`src/sv/jfps_pkg.sv`:
```
// Shared constants and types for the five-point stencil block.
`default_nettype none
package jfps_pkg;

    localparam int VALUE_BITS     = 32;
    localparam int MAX_ROW_LENGTH = 512;
    localparam int ADDR_W         = $clog2(MAX_ROW_LENGTH);
    localparam int LEN_W          = 10;
    localparam int ROWS_W         = 16;
    localparam int COL_W          = 9;
    localparam int CFG_IDX_W      = 1;
    localparam int CFG_DATA_W     = 16;
    localparam int OUT_FIELDS_W   = VALUE_BITS + ROWS_W + COL_W;
    localparam int OUT_TDATA_W    = ((OUT_FIELDS_W + 7) / 8) * 8;
    localparam int IN_TDATA_W     = ((VALUE_BITS + 7) / 8) * 8;
    localparam int OUTQ_DEPTH     = 4;
    localparam int OUTQ_PTR_W     = $clog2(OUTQ_DEPTH);
    localparam int OUTQ_LVL_W     = $clog2(OUTQ_DEPTH + 1);

    localparam logic [CFG_IDX_W-1:0] REG_ROW_LENGTH = CFG_IDX_W'(0);
    localparam logic [CFG_IDX_W-1:0] REG_ROW_COUNT  = CFG_IDX_W'(1);

    localparam logic [LEN_W-1:0]  ROW_LENGTH_RESET = LEN_W'(512);
    localparam logic [ROWS_W-1:0] ROW_COUNT_RESET  = ROWS_W'(512);
    localparam logic [LEN_W-1:0]  MIN_LEN          = LEN_W'(3);
    localparam logic [LEN_W-1:0]  MAX_LEN          = LEN_W'(MAX_ROW_LENGTH);
    localparam logic [ROWS_W-1:0] MIN_ROWS         = ROWS_W'(3);
    localparam int                FIRST_INTERIOR   = 2;

    typedef logic [VALUE_BITS-1:0] value_t;
    typedef logic [VALUE_BITS:0]   pair_sum_t;

    typedef struct packed {
        logic [ROWS_W-1:0] row;
        logic [COL_W-1:0]  col;
        logic              last;
    } tag_t;

    typedef struct packed {
        tag_t   tag;
        value_t average;
    } result_t;

endpackage
`default_nettype wire

```
`src/sv/jfps_cell.sv`:
```
// One window cell: holds a grid value and hands it on when the window shifts.
`default_nettype none
module jfps_cell (
    input  wire logic             aclk,
    input  wire logic             shift_en,
    input  wire jfps_pkg::value_t d,
    output jfps_pkg::value_t      q
);
    import jfps_pkg::*;

    value_t value_reg;

    always_ff @(posedge aclk) begin
        if (shift_en) begin
            value_reg <= d;
        end
    end

    assign q = value_reg;
endmodule
`default_nettype wire

```
`config.mk`:
```
export PLATFORM = sky130hd
export DESIGN_NAME = jfps_cell
export DESIGN_NICKNAME = d
export VERILOG_FILES = /design/src/sv/jfps_pkg.sv /design/src/sv/jfps_cell.sv
export SDC_FILE = /design/constraint.sdc
export NUM_CORES = 1
export LEC_CHECK = 0
export BUFFER_PORTS_ARGS = -buffer_cell sky130_fd_sc_hd__buf_2
export CAP_MARGIN = 20
export CORE_MARGIN = 2
export CORE_UTILIZATION = 35
export DETAILED_ROUTE_END_ITERATION = 8
export PLACE_DENSITY = 0.77
export SETUP_SLACK_MARGIN = 0.3
export SYNTH_ARGS = -nofsm -noshare
export SYNTH_HDL_FRONTEND = slang
export SYNTH_SLANG_ARGS = --single-unit
```
`constraint.sdc`:
```
create_clock -name aclk -period 0.8 [get_ports aclk]
set_input_delay 0.08 -clock aclk [delete_from_list [all_inputs] [get_ports aclk]]
set_output_delay 0.08 -clock aclk [all_outputs]
set_load 0.02 [all_outputs]
```
# Yosys cells after proc, flatten, opt, wreduce, memory -nomap -nowiden
# Index checks and enable logic that the tools add are counted.
[totals]
regBits = 32
inputBits = 34
out_inout_bits = 32

# Depth between registers and ports, before layout
[depth]
word_depth = 0
ltp_mapped = 0

# Worst setup path before layout
# OpenSTA, ideal clock, no wires.
[synth_timing]
kind = "flip-flop to output port"
from = "register value_reg[0] (netlist: q[0])"
to = "output port q[0]"
t_arrival_ns = 0.449
required_time_ns = 0.720
slack_ns = 0.271
stages_incl_launch_ff = 1
n_path_buf = 0
path_cell_list = "edfxtp_1"
[synth_lines]
columns = ["item", "line", "source"]
rows = [
  ["start: declaration", "jfps_cell.sv:11", "value_t value_reg;"],
  ["start signal: assignment", "jfps_cell.sv:15", "value_reg <= d;"],
  ["end: declaration", "jfps_cell.sv:7", "output jfps_pkg::value_t q"],
]
# No word-level cell between the ends.

# Worst setup path in the final report
[layout_timing]
from = "register value_reg[5] (netlist: q[5])"
to = "output port q[5]"
# No word-level cell between the ends.

==> metrics.md <==
| Metric | Value |
|---|---|
| Outcome | `finished, violations left` |
| Failing checks | `negative hold slack, negative setup slack` |
| Worst path cell trace | `buf_6` |
| Fmax | `1.01 GHz` |
| RSZ-0062 raised after global routing | `true` |
| CTS tree | `yes` |
| Yosys warns | `0` |
| Final Cell Area | `0.00159 mm^2` |
| Cell variety after synth | `1` |
| Peak fanout along the critical path | `1` |
| Placed Instance Area | `0.00136 mm^2` |
| Buf/Inv on CP | `1` |
| Commonest register cell after synthesis | `edfxtp_1` |
| Layout cells sized above 1 | `69.2%` |
| Area of the mapped netlist | `961 um^2` |
| Num CTS Buffers | `5` |
| Seq/Total Area, Yosys | `100%` |
| Syn_nets | `66` |
| Multi-input gate area | `0 um^2` |
| Max_cap viols | `0` |
| Antenna-violating nets left | `0` |
| DR vias/cell | `4.39` |
| DRC | `0` |
| GRT Total Usage | `12.9%` |
| Ys async rst share | `0%` |
| Slowest CP cell | `edfxtp_1` |
| Top cells by area, synth | `edfxtp_1 100%` |
| Die area | `0.00318 mm^2` |
| Cell Rows | `18` |
| ANT cells | `0` |
| Worst Setup End Kind | `output port` |
| Hold Fails Final Rpt | `32` |
| Tcrit/Tclk final | `124%` |
| Cell Int Power | `2910 uW` |
| Peak supply drop | `1.88 mV` |
| Most common cell in the netlist | `edfxtp_1` |
| Htree depth | `2` |
| Final #Nets | `140` |
| Number of flops mapped to enable cells by yosys | `32` |
| Crit. Startpoint | `q[5]$_DFFE_PP_` |
| Worst min path class | `input pin to flop` |
| Port bufs | `65` |
| Startpoint types | `flop` |
| Initial Util | `37.8%` |
| Drt initial violations | `6` |
| Worst path top cell family by delay | `flip-flops` |
| Clock Path Buffers | `2` |
| First-pass GRT wire length | `2790 um` |
| Least-Margin Pin Slew | `115 ps` |
| Avg WL per Cell | `13.6 um` |
| RePlAce Congestion | `0.647` |
| WP data required | `720 ps` |
| Root Driver | `clkbuf_4` |
| Kind of critical path | `flop to output port` |
| PnR Total Power | `3740 uW` |
| Leakage | `0.000681 uW` |
| Vias | `601` |
| Rel. slew slack | `92.4%` |
| Die height | `56.4 um` |
| Place WS | `102 ps` |
| Comb power frac | `14.2%` |
| Leading area contributor after synthesis | `edfxtp_1` |
| Max reg flops | `32` |
| Maximum number of pins on one net before global-route repair | `22` |
| Initial antenna violation count | `0` |
| Cells after synthesis | `32` |
| Sw Share | `22.1%` |
| Core area | `0.00254 mm^2` |
| Register share of total power | `54.8%` |
| Top Ports | `66` |
| Drt total wl | `1870 um` |
| Final max-slew violation count | `0` |
| Area Overhead vs Synth | `65.5%` |
| CTS Sinks | `32` |
| Synth Area per Inst | `30.0 um^2` |
| Power per cell area | `2350 mW/mm^2` |
| Hold_ws | `-81.7 ps` |
| Setup-failing EPs final | `32` |
| TritonRoute pass-1 iters | `3` |
| Aggregate global routing overflow | `0` |
| Yosys top cell area share | `100%` |
| HPWL after detailed placement | `1380 um` |
| Hold Path Origin | `d[31]` |
| TNS Setup | `-4500 ps` |
| Synth cell count leaders | `32 x edfxtp_1` |
| Die Wd | `56.4 um` |
| NetSw | `825 uW` |
| Delay of the slowest critical-path stage | `430 ps` |
| Clk slew on worst S/H paths | `100 ps` |
| Fin util | `62.5%` |
| Setup WS post-layout | `-192 ps` |
| Vias in the first global route | `643` |
| Flops & latches, synth | `32` |
| Multi-input gates | `0` |
| Minimum clock period | `992 ps` |
| Clock Power Share | `31.1%` |
| CP arrival | `910 ps` |
==> path summary, 6_finish.rpt <==
| kind | end | slack, ps | cells past startpoint |
|---|---|---|---|
| worst min-delay path | q[31]$_DFFE_PP_ | -80 | 1 |
| worst max-delay path | q[5] | -190 | 1 |
==> final cells by class <==
cell class,count,area [um^2]
Timing Repair Buffer,67,515
Tap cell,30,37.5
Sequential cell,32,961
Fill cell,197,955
Clock buffer,6,41.3
Clock inverter,2,35.0
==> placed cells by master, fill, tap and decap left out <==
cell type  count
buf_2         41
edfxtp_1      32
buf_6         24
clkbuf_4       5
buf_12         2
clkbuf_1       1
bufinv_16      1
clkinv_2       1
==> per-stage QoR <==
step / hold slack [ps] / cells
5_1_grt: -102 / 137
3_3_place_gp: 257 / 129
3_5_place_dp: 258 / 129
2_1_floorplan: 179 / 32
6_report: -81.7 / 137
4_1_cts: -94.3 / 137
==> power by group through the flow <==
stage          logic [uW]  clock network (uW)  registers [uW]
4_1_cts               472                1190            2030
3_3_place_gp          419                   0            2050
3_5_place_dp          427                   0            2060
5_1_grt               555                1240            2060
2_1_floorplan           0                   0            2240
6_report              530                1160            2050
==> kinds of logic after synthesis <==
group	share of synthesized area [%]
DFF	100
==> layer usage <==
metal / routed length, um / vias up / global-route usage, %
met5: 0 / - / 0
li1: - / 280 / -
met3: 316 / 5 / 10.8
met2: 907 / 51 / 19.7
met1: 593 / 265 / 11.4
met4: 53 / 0 / 8.16
==> repair_timing <==
item | in CTS | in global routing
pin swaps | 0 | 0
setup endpoints to repair | 32 | 32
setup buffers | 0 | 0
resized for setup | 20 | 28
hold endpoints to repair | 32 | 32
(Power assumes the default switching activity.)
