--- config.mk ---
export PLATFORM = sky130hd
export DESIGN_NAME = jfps_outq
export DESIGN_NICKNAME = d
export VERILOG_FILES = /design/src/sv/jfps_pkg.sv /design/src/sv/jfps_outq.sv
export SDC_FILE = /design/constraint.sdc
export NUM_CORES = 1
export LEC_CHECK = 0
export BUFFER_PORTS_ARGS = -buffer_cell sky130_fd_sc_hd__buf_2
export CORE_MARGIN = 8
export CORE_UTILIZATION = 35
export CTS_BUF_LIST = sky130_fd_sc_hd__clkbuf_16
export CTS_CLUSTER_DIAMETER = 50
export CTS_CLUSTER_SIZE = 20
export DETAILED_ROUTE_END_ITERATION = 10
export PLACE_DENSITY = 0.65
export SYNTH_ARGS = -nofsm -noshare
export SYNTH_HDL_FRONTEND = slang
export SYNTH_SLANG_ARGS = --single-unit
--- constraint.sdc ---
create_clock -name aclk -period 2.3 [get_ports aclk]
set_input_delay 0.345 -clock aclk [delete_from_list [all_inputs] [get_ports aclk]]
set_output_delay 0.345 -clock aclk [all_outputs]
set_load 0.03 [all_outputs]
--- src/sv/jfps_pkg.sv ---
// Shared constants and types for the five-point stencil block.
`default_nettype none
package jfps_pkg;

    localparam int VALUE_BITS     = 32;
    localparam int MAX_ROW_LENGTH = 512;
    localparam int ADDR_W         = $clog2(MAX_ROW_LENGTH);
    localparam int LEN_W          = 10;
    localparam int ROWS_W         = 16;
    localparam int COL_W          = 9;
    localparam int CFG_IDX_W      = 1;
    localparam int CFG_DATA_W     = 16;
    localparam int OUT_FIELDS_W   = VALUE_BITS + ROWS_W + COL_W;
    localparam int OUT_TDATA_W    = ((OUT_FIELDS_W + 7) / 8) * 8;
    localparam int IN_TDATA_W     = ((VALUE_BITS + 7) / 8) * 8;
    localparam int OUTQ_DEPTH     = 4;
    localparam int OUTQ_PTR_W     = $clog2(OUTQ_DEPTH);
    localparam int OUTQ_LVL_W     = $clog2(OUTQ_DEPTH + 1);

    localparam logic [CFG_IDX_W-1:0] REG_ROW_LENGTH = CFG_IDX_W'(0);
    localparam logic [CFG_IDX_W-1:0] REG_ROW_COUNT  = CFG_IDX_W'(1);

    localparam logic [LEN_W-1:0]  ROW_LENGTH_RESET = LEN_W'(512);
    localparam logic [ROWS_W-1:0] ROW_COUNT_RESET  = ROWS_W'(512);
    localparam logic [LEN_W-1:0]  MIN_LEN          = LEN_W'(3);
    localparam logic [LEN_W-1:0]  MAX_LEN          = LEN_W'(MAX_ROW_LENGTH);
    localparam logic [ROWS_W-1:0] MIN_ROWS         = ROWS_W'(3);
    localparam int                FIRST_INTERIOR   = 2;

    typedef logic [VALUE_BITS-1:0] value_t;
    typedef logic [VALUE_BITS:0]   pair_sum_t;

    typedef struct packed {
        logic [ROWS_W-1:0] row;
        logic [COL_W-1:0]  col;
        logic              last;
    } tag_t;

    typedef struct packed {
        tag_t   tag;
        value_t average;
    } result_t;

endpackage
`default_nettype wire

--- src/sv/jfps_outq.sv ---
// Small result queue that decouples the stencil pipe from the output channel.
`default_nettype none
module jfps_outq (
    input  wire logic                               aclk,
    input  wire logic                               aresetn,
    input  wire logic                               push,
    input  wire jfps_pkg::result_t                  push_data,
    input  wire logic                               pop_ready,
    output logic                                    out_valid,
    output jfps_pkg::result_t                       out_data,
    output logic [jfps_pkg::OUTQ_LVL_W-1:0]         level
);
    import jfps_pkg::*;

    result_t               entry_reg [OUTQ_DEPTH];
    logic [OUTQ_PTR_W-1:0] wptr_reg, wptr_next;
    logic [OUTQ_PTR_W-1:0] rptr_reg, rptr_next;
    logic [OUTQ_LVL_W-1:0] count_reg, count_next;
    logic                  pop;

    assign out_valid = (count_reg != '0);
    assign pop       = out_valid & pop_ready;
    assign out_data  = entry_reg[rptr_reg];
    assign level     = count_reg;

    always_comb begin
        wptr_next  = push ? wptr_reg + 1'b1 : wptr_reg;
        rptr_next  = pop  ? rptr_reg + 1'b1 : rptr_reg;
        count_next = count_reg;
        if (push && !pop) begin
            count_next = count_reg + 1'b1;
        end else if (pop && !push) begin
            count_next = count_reg - 1'b1;
        end
    end

    always_ff @(posedge aclk) begin
        if (!aresetn) begin
            wptr_reg  <= '0;
            rptr_reg  <= '0;
            count_reg <= '0;
        end else begin
            wptr_reg  <= wptr_next;
            rptr_reg  <= rptr_next;
            count_reg <= count_next;
        end
    end

    always_ff @(posedge aclk) begin
        if (push) begin
            entry_reg[wptr_reg] <= push_data;
        end
    end
endmodule
`default_nettype wire

Yosys cells after proc, flatten, opt, wreduce, memory -nomap -nowiden

Memory sizes are Yosys's and may differ from the RTL's. A register that Yosys moved wholly into a read port is not among the register bits.
Index checks and enable logic that the tools add are counted.

RAM bits: 232
Memories: 1
Output and inout port bits: 62
Flip-flop bits (word level): 7
Word-level logic and storage cells: 21

Memories:

| name      | words | bits a word | read ports | clocked after memory_dff | write ports | RTL line        | RTL |
|---|---|---|---|---|---|---|---|
| entry_reg | 4     | 58          | 1          | 1                        | 1           | jfps_outq.sv:15 | `result_t entry_reg [OUTQ_DEPTH];` |

Add/sub/neg operators: 4
Bitwise gates (word level): 1
Muxes and demuxes: 6
Reduce and logical (&&, ||, !) cells: 6

Operator list:

| cell                | count |
|---|---|
| $mux 3              | 2 |
| $add 2x1->2 const B | 2 |
| $mux 2              | 2 |
| $add 3x1->3 const B | 1 |
| $reduce_bool 3->1   | 1 |
| $sub 3x1->3 const B | 1 |
| $logic_and 1x1->1   | 2 |
| $logic_not 1->1     | 2 |
| $mux 1              | 2 |
| $reduce_bool 2->1   | 1 |
| $and 1x1->1         | 1 |

Depth between registers and ports, before layout

Word-level depth: 5
Depth in mapped cells: 7

Worst setup path before layout

OpenSTA, ideal clock, no wires.

Kind: register -> register
From: reg wptr_reg[0]
To: mem entry_reg[2][0] in the netlist's numbering (enable)
Slack: -0.034 ns
Clock period less this slack: 2.334 ns
Buffers on the path: 0
Setup time: 0.422 ns
Stages on the path, launching flop included: 4
Data arrival time: 1.912 ns
Required time: 1.878 ns
Path through: dfxtp_1 > inv_1 > ha_1 > and2_1

RTL lines:

| element                  | RTL line        | RTL |
|---|---|---|
| start: declaration       | jfps_outq.sv:16 | `logic [OUTQ_PTR_W-1:0] wptr_reg, wptr_next;` |
| start signal: assignment | jfps_outq.sv:43 | `wptr_reg <= wptr_next;` |
| end: declaration         | jfps_outq.sv:15 |  |

Straight into the memory's write port.

==> results.md <==
- Family with the most delay on the worst path: multiplexers
- Syn Area/Cell: 25.63 sq um
- Wire length on met3: 987 um
- H-Tree Level Count: 1
- GRT overflow: 0
- DP HPWL: 10630 um
- Clock slew at reported path FFs: 0.08 ns
- RSZ-0062 raised after global routing: yes
- Final hold violations: 0
- Max clock buf depth: 3
- Initial core utilization: 35.41%
- Clock root buffer master: clkbuf_16
- Area grow syn2layout: 24.70%
- Die ar.: 0.03060 sq mm
- TritonRoute pass-1 iters: 4
- Worst Path Arrival: 1.92 ns
- Syn Inst Count: 345
- Synth top area cells: edfxtp_1 79%, mux4_2 15%, dfxtp_1 2.0%
- Slew @ Worst Pin: 0.4594 ns
- Hold WS: 0.05308 ns
- DR top layer: met5
- Yosys reg bits: 241
- Drt wl/cell: 20.13 um
- Final Skew: 0.01426 ns
- Period utilization: 98.58%
- Static Leak: 3.701 nW
- Area of the mapped netlist: 0.008841 sq mm
- Worst vdd ir: 700.4 uV
- Fmax achieved: 441.0 MHz
- Most common cell after layout, fill and taps aside: edfxtp_1
- Final Total Pwr: 12.59 mW
- Hold_buf cts: 0
- PortBufs: 123
- Pre-CTS WS: 0.08067 ns
- Crit path max fanout: 12
- Crit Path Class: reg2out
- Via count: 4013
- RD Place Congestion: 0.6889
- Most frequent cells in the layout: 232 x edfxtp_1, 94 x buf_2, 58 x mux4_2
- Share of cells above drive strength 1: 47.65%
- Clk_lat worst skew: 0.50 ns
- Largest stage delay on the critical path: 0.54 ns
- First-pass GRT wire length: 25430 um
- TNS Setup: 0 ns
- Status: complete, no violations
- Setup ws final: 0.03263 ns
- Final wirelength: 16910 um
- Slew Limit Fails: 0
- Die span in y: 174.9 um
- Die W: 174.9 um
- Critical path cell sequence: buf_12 -> clkbuf_16 -> mux4_2 -> buf_6
- Initial antenna violation count: 1
- Final Setup Violations: 0
- # IOs: 124
- Row Count: 58
- Post-layout util: 44.16%
- Number of global-route vias before repair: 4452
- Syn_nets: 413
- Synth top area share: 78.80%
- Post-route DRC violation count: 0
- Clk sinks: 241
- Clock buffer count from CTS: 23
- Largest register FFs: 232
- GR Util All Layers: 10.72%
- CTS tree: built
- Power density of the placed cells: 1142 mW/mm^2
- CP bufs+invs: 3
- Wire length on met2: 8665 um
- Rel. slew slack: 69.38%
- Met1 wire length: 6949 um
- Drt via density: 4.777
- Core Area: 0.02496 sq mm
- Worst setup EP type: output port
- Seq/Total Area, Yosys: 80.84%
- Final min period: 2.267 ns
- Nets: 563
- Largest net degree at the start of global routing: 37
- Data required, critical path: 1.96 ns
- Number of diodes: 0
- Critical Path Source Type: flop
- Final ANT Viol Nets: 0
- Iteration-0 DRC Markers: 191
- Max Cap Violations: 0
- Warnings from Yosys: 0
- Post-synth top area cell: edfxtp_1
- Worst hold path type: in2reg
- Slowest stage cell, crit path: mux4_2
- Library cells used by synthesis: 21
-- Yosys cell counts (all sizes together) --
| cell type | count |
|---|---|
| mux2i | 2 |
| o31ai | 1 |
| nor2b | 2 |
| and2 | 9 |
| ha | 5 |
| fa | 1 |
| buf | 13 |
| inv | 3 |
| a21boi | 1 |
| edfxtp | 232 |
| xor2 | 2 |
| o311ai | 1 |
| dfxtp | 9 |
| mux4 | 58 |
| o21ai | 1 |
| or3 | 2 |
| xnor2 | 3 |
-- cell families (layout without fill, tap and decap cells) --
| group | count (synthesis) | after routing | share of synthesized area (%) |
|---|---|---|---|
| mux | 60 | 60 | 15.00 |
| buf+inv | 16 | 181 | 1.486 |
| compound gates | 4 | 4 | 0.3255 |
| simple gates | 13 | 13 | 0.9198 |
| xor+xnor | 5 | 5 | 0.4954 |
| flops | 241 | 241 | 80.84 |
| fa+ha+maj | 6 | 6 | 0.9341 |
-- worst paths after layout --
kind                                    start               end  slack, ns  cells after the start
worst max-delay path                     flop      out_data[23]       0.03                      4
worst min-delay path            push_data[10]  entry_reg[2][10]       0.05                      1
worst max register to register       level[1]          level[2]       0.16                      7
worst min register to register       level[2]          level[2]       0.59                      2
-- report_power, final --
| part | switching [mW] | internal, mW | leakage (nW) | total [mW] |
|---|---|---|---|---|
| Sequential | 0.132 | 5.07 | 2.21 | 5.20 |
| Clock | 1.72 | 2.17 | 0.390 | 3.89 |
| Combinational | 1.93 | 1.57 | 1.11 | 3.50 |
-- routing by layer --
layer / vias to the layer above / track usage (%)
met5: - / 0
met1: 2094 / 12.72
li1: 1783 / -
met3: 26 / 2.763
met4: 2 / 3.002
met2: 108 / 18.96
-- layout make-up --
type / count / area, sq um
fill: 2150 / 13940
sequential: 241 / 7154
multi-input combinational: 88 / 1587
timing repair buffer: 138 / 1065
clock buffer: 23 / 575.6
tap: 330 / 412.9
clock inverter: 17 / 219.0
inverter: 3 / 11.26
-- what timing repair did --
item | in CTS | in global routing
gates cloned | 0 | 1
resized for setup | 50 | 8
endpoints found under the setup margin | 51 | 52
hold endpoints to repair | 0 | 0
buffers inserted | 1 | 1
-- through the flow --
stage	area, sq um	cells
floorplan	8846	345
CTS	10940	838
detailed placement	9982	797
global route	11020	840
global placement	9982	797
finish	11020	840
Power figures use the tool's default switching activity.
